===== src/hdl/mtca_pkg.sv =====
// Shared constants and types for the masked tile color average unit.
// No dependencies; imported by the front end, queue, back end and top level.
`timescale 1ns / 1ps
package mtca_pkg;

  localparam int PIX_W       = 8;
  localparam int MEAN_W      = 8;
  localparam int LANES       = 4;
  localparam int STEP_W      = $clog2(MEAN_W);
  localparam int QUEUE_DEPTH = 2;
  localparam int QPTR_W      = $clog2(QUEUE_DEPTH);
  localparam int QFILL_W     = $clog2(QUEUE_DEPTH + 1);

  localparam logic [PIX_W-1:0] OPAQUE_ALPHA = 8'd255;

  typedef enum logic [2:0] {
    BK_IDLE = 3'b001,
    BK_DIV  = 3'b010,
    BK_DONE = 3'b100
  } back_state_t;

endpackage


===== src/hdl/mtca_front.sv =====
// Front end: accepts pixels, accumulates opaque channel sums and count,
// and pushes a tile summary into the queue on the tile's last pixel. Uses mtca_pkg.
`timescale 1ns / 1ps
module mtca_front #(
  parameter int MAX_TILE_PIXELS = 16384,
  localparam int SW = $clog2(255 * MAX_TILE_PIXELS + 1),
  localparam int CW = $clog2(MAX_TILE_PIXELS + 1),
  localparam int EW = 4 * SW + CW
) (
  input  logic                       clk,
  input  logic                       rst,
  input  logic                       pix_valid,
  output logic                       pix_ready,
  input  logic [mtca_pkg::PIX_W-1:0] pix_red,
  input  logic [mtca_pkg::PIX_W-1:0] pix_green,
  input  logic [mtca_pkg::PIX_W-1:0] pix_blue,
  input  logic [mtca_pkg::PIX_W-1:0] pix_alpha,
  input  logic                       tile_end,
  output logic                       q_valid,
  input  logic                       q_ready,
  output logic [EW-1:0]              q_data
);
  import mtca_pkg::*;

  logic [SW-1:0] sum_red, sum_green, sum_blue, sum_alpha;
  logic [SW-1:0] sum_red_next, sum_green_next, sum_blue_next, sum_alpha_next;
  logic [CW-1:0] opaque_count, opaque_count_next;
  logic          accept;
  logic          opaque;

  assign pix_ready = q_ready;
  assign accept    = pix_valid & pix_ready;

  // Stop counting once the tile has reached its pixel limit.
  assign opaque = (pix_alpha == OPAQUE_ALPHA) &&
                  (opaque_count < CW'(MAX_TILE_PIXELS));

  always_comb begin
    sum_red_next      = sum_red   + (opaque ? SW'(pix_red)   : '0);
    sum_green_next    = sum_green + (opaque ? SW'(pix_green) : '0);
    sum_blue_next     = sum_blue  + (opaque ? SW'(pix_blue)  : '0);
    sum_alpha_next    = sum_alpha + (opaque ? SW'(pix_alpha) : '0);
    opaque_count_next = opaque_count + CW'(opaque);
  end

  assign q_valid = accept & tile_end;
  assign q_data  = {opaque_count_next, sum_alpha_next, sum_blue_next,
                    sum_green_next, sum_red_next};

  always_ff @(posedge clk) begin
    if (rst) begin
      sum_red      <= '0;
      sum_green    <= '0;
      sum_blue     <= '0;
      sum_alpha    <= '0;
      opaque_count <= '0;
    end else if (accept) begin
      if (tile_end) begin
        sum_red      <= '0;
        sum_green    <= '0;
        sum_blue     <= '0;
        sum_alpha    <= '0;
        opaque_count <= '0;
      end else begin
        sum_red      <= sum_red_next;
        sum_green    <= sum_green_next;
        sum_blue     <= sum_blue_next;
        sum_alpha    <= sum_alpha_next;
        opaque_count <= opaque_count_next;
      end
    end
  end

endmodule


===== src/hdl/mtca_queue.sv =====
// Two-entry queue of tile summaries between the front end and the divider.
// Uses mtca_pkg for depth and pointer widths.
`timescale 1ns / 1ps
module mtca_queue #(
  parameter int WIDTH = 8
) (
  input  logic             clk,
  input  logic             rst,
  input  logic             in_valid,
  output logic             in_ready,
  input  logic [WIDTH-1:0] in_data,
  output logic             out_valid,
  input  logic             out_ready,
  output logic [WIDTH-1:0] out_data
);
  import mtca_pkg::*;

  logic [WIDTH-1:0]   entry [QUEUE_DEPTH];
  logic [QPTR_W-1:0]  wr_ptr, rd_ptr;
  logic [QFILL_W-1:0] fill;
  logic               push, pop;

  assign in_ready  = (fill != QFILL_W'(QUEUE_DEPTH));
  assign out_valid = (fill != '0);
  assign out_data  = entry[rd_ptr];
  assign push      = in_valid & in_ready;
  assign pop       = out_valid & out_ready;

  always_ff @(posedge clk) begin
    if (push) begin
      entry[wr_ptr] <= in_data;
    end
  end

  always_ff @(posedge clk) begin
    if (rst) begin
      wr_ptr <= '0;
      rd_ptr <= '0;
      fill   <= '0;
    end else begin
      if (push) begin
        wr_ptr <= wr_ptr + 1'b1;
      end
      if (pop) begin
        rd_ptr <= rd_ptr + 1'b1;
      end
      fill <= fill + QFILL_W'(push) - QFILL_W'(pop);
    end
  end

endmodule


===== src/hdl/mtca_back.sv =====
// Back end: restoring divider, one quotient bit per cycle on four channel
// lanes, computing floor((2*sum + count) / (2*count)), plus the output register. Uses mtca_pkg.
`timescale 1ns / 1ps
module mtca_back #(
  parameter int MAX_TILE_PIXELS = 16384,
  localparam int SW = $clog2(255 * MAX_TILE_PIXELS + 1),
  localparam int CW = $clog2(MAX_TILE_PIXELS + 1),
  localparam int EW = 4 * SW + CW,
  localparam int WW = $clog2(511 * MAX_TILE_PIXELS + 1)
) (
  input  logic                        clk,
  input  logic                        rst,
  input  logic                        q_valid,
  output logic                        q_ready,
  input  logic [EW-1:0]               q_data,
  output logic                        out_valid,
  input  logic                        out_ready,
  output logic [mtca_pkg::MEAN_W-1:0] mean_red,
  output logic [mtca_pkg::MEAN_W-1:0] mean_green,
  output logic [mtca_pkg::MEAN_W-1:0] mean_blue,
  output logic [mtca_pkg::MEAN_W-1:0] mean_alpha,
  output logic                        no_opaque
);
  import mtca_pkg::*;

  back_state_t       state;
  logic [SW-1:0]     lane_sum [LANES];
  logic [CW-1:0]     tile_count;
  logic [WW-1:0]     rem      [LANES];
  logic [MEAN_W-1:0] quot     [LANES];
  logic [LANES-1:0]  fits;
  logic [WW-1:0]     dsh;
  logic [STEP_W-1:0] step;
  logic              empty;

  for (genvar l = 0; l < LANES; l++) begin : g_unpack
    assign lane_sum[l] = q_data[l*SW +: SW];
  end
  assign tile_count = q_data[LANES*SW +: CW];

  always_comb begin
    for (int l = 0; l < LANES; l++) begin
      fits[l] = (rem[l] >= dsh);
    end
  end

  assign q_ready = (state == BK_IDLE);

  always_ff @(posedge clk) begin
    if (rst) begin
      state     <= BK_IDLE;
      out_valid <= 1'b0;
      step      <= '0;
    end else begin
      // Drop a taken result unless a new one replaces it in this cycle.
      if (out_valid && out_ready && state != BK_DONE) begin
        out_valid <= 1'b0;
      end
      case (state)
        BK_IDLE: begin
          if (q_valid) begin
            for (int l = 0; l < LANES; l++) begin
              rem[l]  <= (WW'(lane_sum[l]) << 1) + WW'(tile_count);
              quot[l] <= '0;
            end
            // Divisor 2*count aligned to the top quotient bit.
            dsh   <= WW'(tile_count) << MEAN_W;
            empty <= (tile_count == '0);
            step  <= '0;
            state <= (tile_count == '0) ? BK_DONE : BK_DIV;
          end
        end
        BK_DIV: begin
          for (int l = 0; l < LANES; l++) begin
            if (fits[l]) begin
              rem[l] <= rem[l] - dsh;
            end
            quot[l] <= {quot[l][MEAN_W-2:0], fits[l]};
          end
          dsh  <= dsh >> 1;
          step <= step + 1'b1;
          if (step == STEP_W'(MEAN_W - 1)) begin
            state <= BK_DONE;
          end
        end
        BK_DONE: begin
          // Load the output register once it is free or being drained.
          if (!out_valid || out_ready) begin
            out_valid  <= 1'b1;
            mean_red   <= empty ? '0 : quot[0];
            mean_green <= empty ? '0 : quot[1];
            mean_blue  <= empty ? '0 : quot[2];
            mean_alpha <= empty ? '0 : quot[3];
            no_opaque  <= empty;
            state      <= BK_IDLE;
          end
        end
        default: begin
          state <= BK_IDLE;
        end
      endcase
    end
  end

endmodule


===== src/hdl/masked_tile_color_average_unit.sv =====
// Masked tile color average: top level joining front end, queue and divider.
// Depends on mtca_pkg, mtca_front, mtca_queue and mtca_back.
// Pixels: one per cycle while the two-entry tile queue has room.
// A tile result passes the queue, the divider load, eight division steps and
// the done state (empty tiles skip the steps); a tile is taken only when idle.
// Reset (rst, synchronous, active high) clears sums, count, queue and output.
`timescale 1ns / 1ps
module masked_tile_color_average_unit #(
  parameter int MAX_TILE_PIXELS = 16384
) (
  input  logic        clk,
  input  logic        rst,
  input  logic        s_tvalid,
  output logic        s_tready,
  input  logic [31:0] s_tdata,  // pix_red, pix_green, pix_blue, pix_alpha
  input  logic        s_tlast,  // tile_end
  output logic        m_tvalid,
  input  logic        m_tready,
  output logic [31:0] m_tdata,  // mean_red, mean_green, mean_blue, mean_alpha
  output logic        m_tuser   // no_opaque
);
  import mtca_pkg::*;

  localparam int SW = $clog2(255 * MAX_TILE_PIXELS + 1);
  localparam int CW = $clog2(MAX_TILE_PIXELS + 1);
  localparam int EW = 4 * SW + CW;

  logic          fq_valid, fq_ready;
  logic [EW-1:0] fq_data;
  logic          qb_valid, qb_ready;
  logic [EW-1:0] qb_data;

  mtca_front #(.MAX_TILE_PIXELS(MAX_TILE_PIXELS)) u_front (
    .clk       (clk),
    .rst       (rst),
    .pix_valid (s_tvalid),
    .pix_ready (s_tready),
    .pix_red   (s_tdata[7:0]),
    .pix_green (s_tdata[15:8]),
    .pix_blue  (s_tdata[23:16]),
    .pix_alpha (s_tdata[31:24]),
    .tile_end  (s_tlast),
    .q_valid   (fq_valid),
    .q_ready   (fq_ready),
    .q_data    (fq_data)
  );

  mtca_queue #(.WIDTH(EW)) u_queue (
    .clk       (clk),
    .rst       (rst),
    .in_valid  (fq_valid),
    .in_ready  (fq_ready),
    .in_data   (fq_data),
    .out_valid (qb_valid),
    .out_ready (qb_ready),
    .out_data  (qb_data)
  );

  mtca_back #(.MAX_TILE_PIXELS(MAX_TILE_PIXELS)) u_back (
    .clk        (clk),
    .rst        (rst),
    .q_valid    (qb_valid),
    .q_ready    (qb_ready),
    .q_data     (qb_data),
    .out_valid  (m_tvalid),
    .out_ready  (m_tready),
    .mean_red   (m_tdata[7:0]),
    .mean_green (m_tdata[15:8]),
    .mean_blue  (m_tdata[23:16]),
    .mean_alpha (m_tdata[31:24]),
    .no_opaque  (m_tuser)
  );

endmodule


===== config.mk =====
export PLATFORM = sky130hd
export DESIGN_NAME = masked_tile_color_average_unit
export DESIGN_NICKNAME = d
export VERILOG_FILES = /design/src/hdl/mtca_pkg.sv /design/src/hdl/mtca_front.sv /design/src/hdl/mtca_queue.sv /design/src/hdl/mtca_back.sv /design/src/hdl/masked_tile_color_average_unit.sv
export SDC_FILE = /design/constraint.sdc
export NUM_CORES = 1
export LEC_CHECK = 0
export BUFFER_PORTS_ARGS = -buffer_cell sky130_fd_sc_hd__buf_2
export CORE_ASPECT_RATIO = 1.1
export CORE_MARGIN = 5
export CORE_UTILIZATION = 61
export CTS_BUF_LIST = sky130_fd_sc_hd__clkbuf_4 sky130_fd_sc_hd__clkbuf_8
export DETAILED_ROUTE_END_ITERATION = 6
export PLACE_DENSITY = 0.78
export SYNTH_ARGS = -nofsm -noshare
export SYNTH_HDL_FRONTEND = slang
export SYNTH_SLANG_ARGS = --single-unit

===== constraint.sdc =====
create_clock -name clk -period 13.7 [get_ports clk]
set_input_delay 1.37 -clock clk [delete_from_list [all_inputs] [get_ports clk]]
set_output_delay 1.37 -clock clk [all_outputs]
set_load 0.01 [all_outputs]

Word level (Yosys, flattened, before mapping) --
Memory sizes are Yosys's and may differ from the RTL's. A register that Yosys moved wholly into a read port is not among the register bits. Cells that the tools add are included.
Word-level totals: register bits 171, bits in writable memories 330, input port bits 37, memories 3
Cells by class: $add $sub $neg 18, $lt $le $gt $ge 5, equality and inequality tests 10, muxes and demuxes 56, bitwise operators 13, reductions and logical operators 13
Memories:
- u_queue.entry | words 2, width 103, read ports 1, clocked after memory_dff 1, wr ports 1, line mtca_queue.sv:18 | logic [WIDTH-1:0] entry [QUEUE_DEPTH];
- u_back.rem | words 4, width 23, read ports 4, clocked after memory_dff 0, wr ports 4, line mtca_back.sv:29 | logic [WW-1:0] rem [LANES];
- u_back.quot | words 4, width 8, read ports 4, clocked after memory_dff 0, wr ports 4, line mtca_back.sv:30 | logic [MEAN_W-1:0] quot [LANES];
Operators by type and width (count):
- $mux 23 | 5
- $add 23x15->23 | 4
- $ge 23x23->1 | 4
- $sub 23x23->23 | 4
- $add 22x22->22 | 4
- $mux 22 | 4
- $mux 8 | 8
- $pmux 23 s2 | 1
- $mux 1 | 30
- $add 15x1->15 | 1
- $logic_not 15->1 | 1
- $lt 15x15->1 const B | 1
- $mux 15 | 1
- $mux 3 | 5
- $reduce_and 3->1 | 4
- $pmux 3 s3 | 1
- $eq 8x8->1 const B | 1
- $or 1x1->1 | 8
- $eq 3x3->1 const B | 2
- $ne 2x1->1 const B | 3
- $pmux 3 s2 | 1
- $and 1x1->1 | 4
- $reduce_bool 2->1 | 2
- $add 3x1->3 const B | 1
- 12 further kinds | 15

Longest topological paths before layout --
An unclocked memory read counts as a cell.
word-level depth 7, mapped depth 16, mapped depth without buffers 13

By module --
Synthesis repeated with hierarchy kept, for this count alone.
Unflattened totals: cell total of the unflattened synthesis 2856, area, all modules 30654.4 sq um
Modules (own cells, without submodules):
- mtca_back | instances 1, cells each 1570, area an instance 15404.8 sq um, seq. area each 5575.3 sq um
- mtca_queue | instances 1, cells each 349, area an instance 7686.1 sq um, seq. area each 6286.0 sq um
- mtca_front | instances 1, cells each 937, area an instance 7563.5 sq um, seq. area each 2062.0 sq um

Least setup slack after synthesis --
Ideal clock, no wire load.
path type in2reg, from in s_tlast, to mem u_queue.entry[0][0] (netlist name) (enable), data arrival time 6246 ps, slack 6888 ps, stages 4, path buffers 2, cell sequence clkbuf_1 > clkbuf_1 > nand2_1 > nor2_1
Between the ends: longest elaborated chain between the ends 4
Ends and longest elaborated chain:
- from (decl) | line masked_tile_color_average_unit.sv:16 | input logic s_tlast,
- $and 1x1->1 | line mtca_front.sv:46 | assign q_valid = accept & tile_end;
- $and 1x1->1 | line mtca_queue.sv:26 | assign push = in_valid & in_ready;
- $mux 1 | line mtca_queue.sv:30 | if (push) begin
- $mux 1 (not written as such) | line mtca_queue.sv:31 | entry[wr_ptr] <= in_data;
- to (decl) | line mtca_queue.sv:18
No other way between the ends.

==> results.py <==
metrics = {
    "die": {
        "core_area_mm2": 0.0480,
        "placement_rows": 84,
        "die_area_mm2": 0.0533,
        "die-width_um": 221,
        "die_y_um": 242,
        "design.portCount": 72,
        "effective_utilization_at_floorplan_pct": 61.9,
    },
    "synth": {
        "netlist_top_cells_count": "edfxtp_1 (387), nor2_1 (201), a21oi_1 (200), ha_1 (186), nand2_1 (148)",
        "synthTopCellsByArea": "edfxtp_1 (39%), ha_1 (7.8%), dfxtp_1 (7.7%)",
        "ys.warnings.count": 0,
        "yosys.cell_count.top_type": "edfxtp_1",
        "yosys.cell_types.count": 82,
        "post-synth-top-area-cell": "edfxtp_1",
        "netlist.area_leader.share_pct": 39.1,
        "synth_edf_count": 387,
        "total_of_flip_flops_plus_latches_after_synthesis": 502,
        "post_synth_instance_area_mm2": 0.0297,
        "share_of_synthesized_registers_carrying_an_async_set_or_reset_pct": 0,
        "synth_cells": 2806,
        "postSynthAreaPerCell_um2": 10.6,
        "yosys_most_used_dff": "edfxtp_1",
        "syn_nets": 3041,
        "synth_seq_area_share_pct": 46.8,
    },
    "worst_setup_path": {
        "cp_top_delay_family": "compound AO/OA/AOI/OAI gates",
        "path_buf_inv": 2,
        "worstPathArrival_ps": 5400,
        "setup.worst_path.end_class": "flip-flop",
        "reg2reg_to": "u_back.rem[3][18]$_DFFE_PP_",
        "crit_slowest_cell": "buf_4",
        "r2r_setup_slack_ps": 8690,
        "slowest_delay_ps": 710,
        "timing.critical_path.mode_cell": "mux2i_1",
        "critPathMaxFanout": 65,
        "cp.required_ps": 14090,
        "r2r.worst_path.cells": 12,
        "worstPathCellList": "buf_4 > mux2i_1 > inv_1 > ha_1 > nand2_1 > a2111oi_0 > o21ai_0 > o21a_1 > a211oi_1 > o21bai_1 > xnor2_1 > mux2i_1",
        "setup.worst_path.class": "flip-flop to flip-flop",
        "worstSetupStartpointType": "flip-flop",
    },
    "placed_design": {
        "numPortBuffers": 71,
        "numPlacedInstances": 3433,
        "place_congestion": 0.938,
        "hpwl_um": 51700,
    },
    "cts": {
        "cts.repair_timing.setup_buffer_count": 0,
        "clock_latency_on_the_worst_skew_pair_ps": 670,
        "cts-root-to-sink-buffers": 3,
        "cts-buffers-inserted": 82,
        "numClockSinks": 502,
        "clk_pin_slew_worst_paths_ps": 60,
        "hold_buffers": 0,
        "ctsRootBufferMaster": "clkbuf_8",
        "cts.repair.resized": 0,
        "clock_tree_from_tritoncts": "done",
        "h-tree-depth": 3,
    },
    "global_routing": {
        "first_global_vias": 21200,
        "maximum_number_of_pins_on_one_net_before_global_route_repair": 75,
        "grt.overflow.total": 0,
        "grt.total_usage_pct": 26.5,
        "grt_antenna_before_repair": 1,
        "grt_pass1_wl_um": 113000,
    },
    "routing": {
        "routed_wirelength_um": 72400,
        "drt-initial-drc-count": 2137,
        "wl_per_cell_um": 20.2,
        "routed_via_density": 6.22,
        "number_of_nets_with_antenna_violations_after_routing": 0,
        "drc": 0,
        "dr.pass1.iters": 6,
        "routed-via-count": 22300,
    },
    "pwr": {
        "pwr-share-clk_pct": 22.6,
        "net_switching_fraction_of_the_power_pct": 38.1,
        "comb_power_share_pct": 42.9,
        "p_seq_share_pct": 34.5,
        "worst_case_vdd_ir_drop_v": 0.000144,
        "power_per_cell_area_mw_per_mm2": 177,
        "power_switching_mw": 2.18,
        "internal_power_mw": 3.54,
        "power_leakage_nw": 12.3,
    },
    "timing": {
        "finalCriticalPeriod_ps": 5010,
        "slew_violations": 0,
        "clock-skew-final_ps": 31.0,
        "timing_hold_violations_final": 0,
        "achievable-frequency_ghz": 0.199,
        "tns_ps": 0,
        "grt_setup_unrepaired": "no",
        "timing.final.setup_violations": 0,
        "slew_headroom_pct": 16.8,
        "fraction_of_the_cycle_the_final_worst_path_needs_pct": 36.6,
        "worst-slew-pin-transition_ps": 1250,
    },
    "status": {
        "run_status": "complete, no violations",
    },
    "worst_hold_path": {
        "worstHoldPathCells": 2,
        "hold_path_class": "flip-flop to flip-flop",
        "hold_end": "u_front.sum_alpha[0]$_SDFFE_PP0P_",
        "hold_start": "u_front.sum_alpha[0]$_SDFFE_PP0P_",
    },
    "cells_and_area": {
        "final_cell_count_no_fill": 3587,
        "nets": 3107,
        "syn2layout_area_growth_pct": 8.64,
        "final_layout_size_suffix_gt1_share_pct": 11.9,
    },
    "job": {
        "max_cap_viol_count": 0,
    },
}
[per-stage QoR]
stage / power (mW) / setup WS, ps / instance area, um2 / util, % / hold slack, ps
final: 5.72 / 8690 / 32300 / 67.3 / 465
after global routing: 6.05 / 8390 / 32300 / 67.3 / 481
after CTS: 5.70 / 8810 / 32300 / 67.3 / 468
after detailed placement: 4.39 / 8430 / 30700 / 63.9 / 458
after global placement: 4.32 / 8520 / 30700 / 63.9 / 445
after floorplan: 3.79 / 6890 / 29700 / - / 436
[power by group through the flow]
stage / logic [mW] / registers (mW) / clock network, mW
finish: 2.45 / 1.97 / 1.29
global route: 2.67 / 1.98 / 1.39
CTS: 2.40 / 1.97 / 1.32
global placement: 2.33 / 1.99 / 0
floorplan: 1.81 / 1.97 / 0
detailed placement: 2.38 / 2.00 / 0
[per-layer routing]
layer	global-route usage, %	share of wire [%]	vias to the layer above
li1	-	-	10600
met1	37.6	43	10600
met2	41.3	45	942
met3	4.14	7.9	157
met4	10.3	3.8	0
met5	0	0	-
[worst register-to-register path, stage by stage, from the launching register on]
cell and delay [ps]:
dfxtp_4 570, buf_4 720, mux2i_1 580, inv_1 270, ha_1 480, nand2_1 80
a2111oi_0 710, o21ai_0 200, o21a_1 180, a211oi_1 410, o21bai_1 150, xnor2_1 260
mux2i_1 120
[how the worst max path moves through the flow]
| stage | start | endpoint | slack [ps] | cells after the start |
|---|---|---|---|---|
| finish | flip-flop | u_back.rem[3][18]$_DFFE_PP_ | 8690 | 12 |
| global route | flip-flop | u_back.rem[3][18]$_DFFE_PP_ | 8390 | 12 |
| floorplan | s_tlast | u_queue.entry[0][0]$_DFFE_PP_ | 6890 | 4 |
| CTS | flip-flop | u_back.rem[3][18]$_DFFE_PP_ | 8810 | 12 |
| detailed placement | s_tdata[31] | u_queue.entry[1][40]$_DFFE_PP_ | 8430 | 14 |
| global placement | s_tdata[31] | u_queue.entry[0][62]$_DFFE_PP_ | 8520 | 15 |
[state kept, by name, summed over array words and instances, names as in the netlist, named ones only]
name / cells
u_queue.entry: 206
u_back.rem: 92
u_back.quot: 32
u_back.dsh: 23
u_front.sum_alpha: 22
u_front.sum_blue: 22
u_front.sum_green: 22
u_front.sum_red: 22
u_front.opaque_count: 15
u_back.mean_alpha: 8
u_back.mean_blue: 8
u_back.mean_green: 8
u_back.mean_red: 8
u_back.state: 3
u_back.step: 3
u_queue.fill: 2
u_back.empty: 1
u_back.no_opaque: 1
u_back.out_valid: 1
u_queue.rd_ptr: 1
u_queue.wr_ptr: 1
[layout by cell type, fill, tap and decap left out, types with 84 or more instances in the layout]
| master | synthesis | final |
|---|---|---|
| a21oi_1 | 200 | 198 |
| clkbuf_8 | 0 | 84 |
| dfxtp_1 | 115 | 114 |
| edfxtp_1 | 387 | 387 |
| ha_1 | 186 | 186 |
| inv_1 | 100 | 100 |
| mux2i_1 | 92 | 92 |
| nand2_1 | 148 | 147 |
| nor2_1 | 201 | 197 |
| o21ai_0 | 143 | 142 |
| xnor2_1 | 136 | 136 |
| xor2_1 | 102 | 102 |
[cell families (layout without fill, tap and decap cells)]
kind of cell	count (synthesis)	count (layout)	synth area share, %
simple gates	789	789	13.5
mux	174	174	6.26
xor+xnor	238	238	7.01
fa+ha+maj	198	198	8.63
flops	502	502	46.8
buf+inv	212	347	2.79
other cells	0	1	0
compound gates	693	693	15.1
[cell type report]
type | instances | area (um2)
multi-input cells | 2092 | 15100
clock buffers | 106 | 1320
well taps | 645 | 807
fillers | 3648 | 15700
clock inverters | 47 | 298
diodes | 1 | 2.50
inverters | 101 | 379
flip-flops and latches | 502 | 13900
repair buffers | 93 | 523
Power figures use the tool's default switching activity.
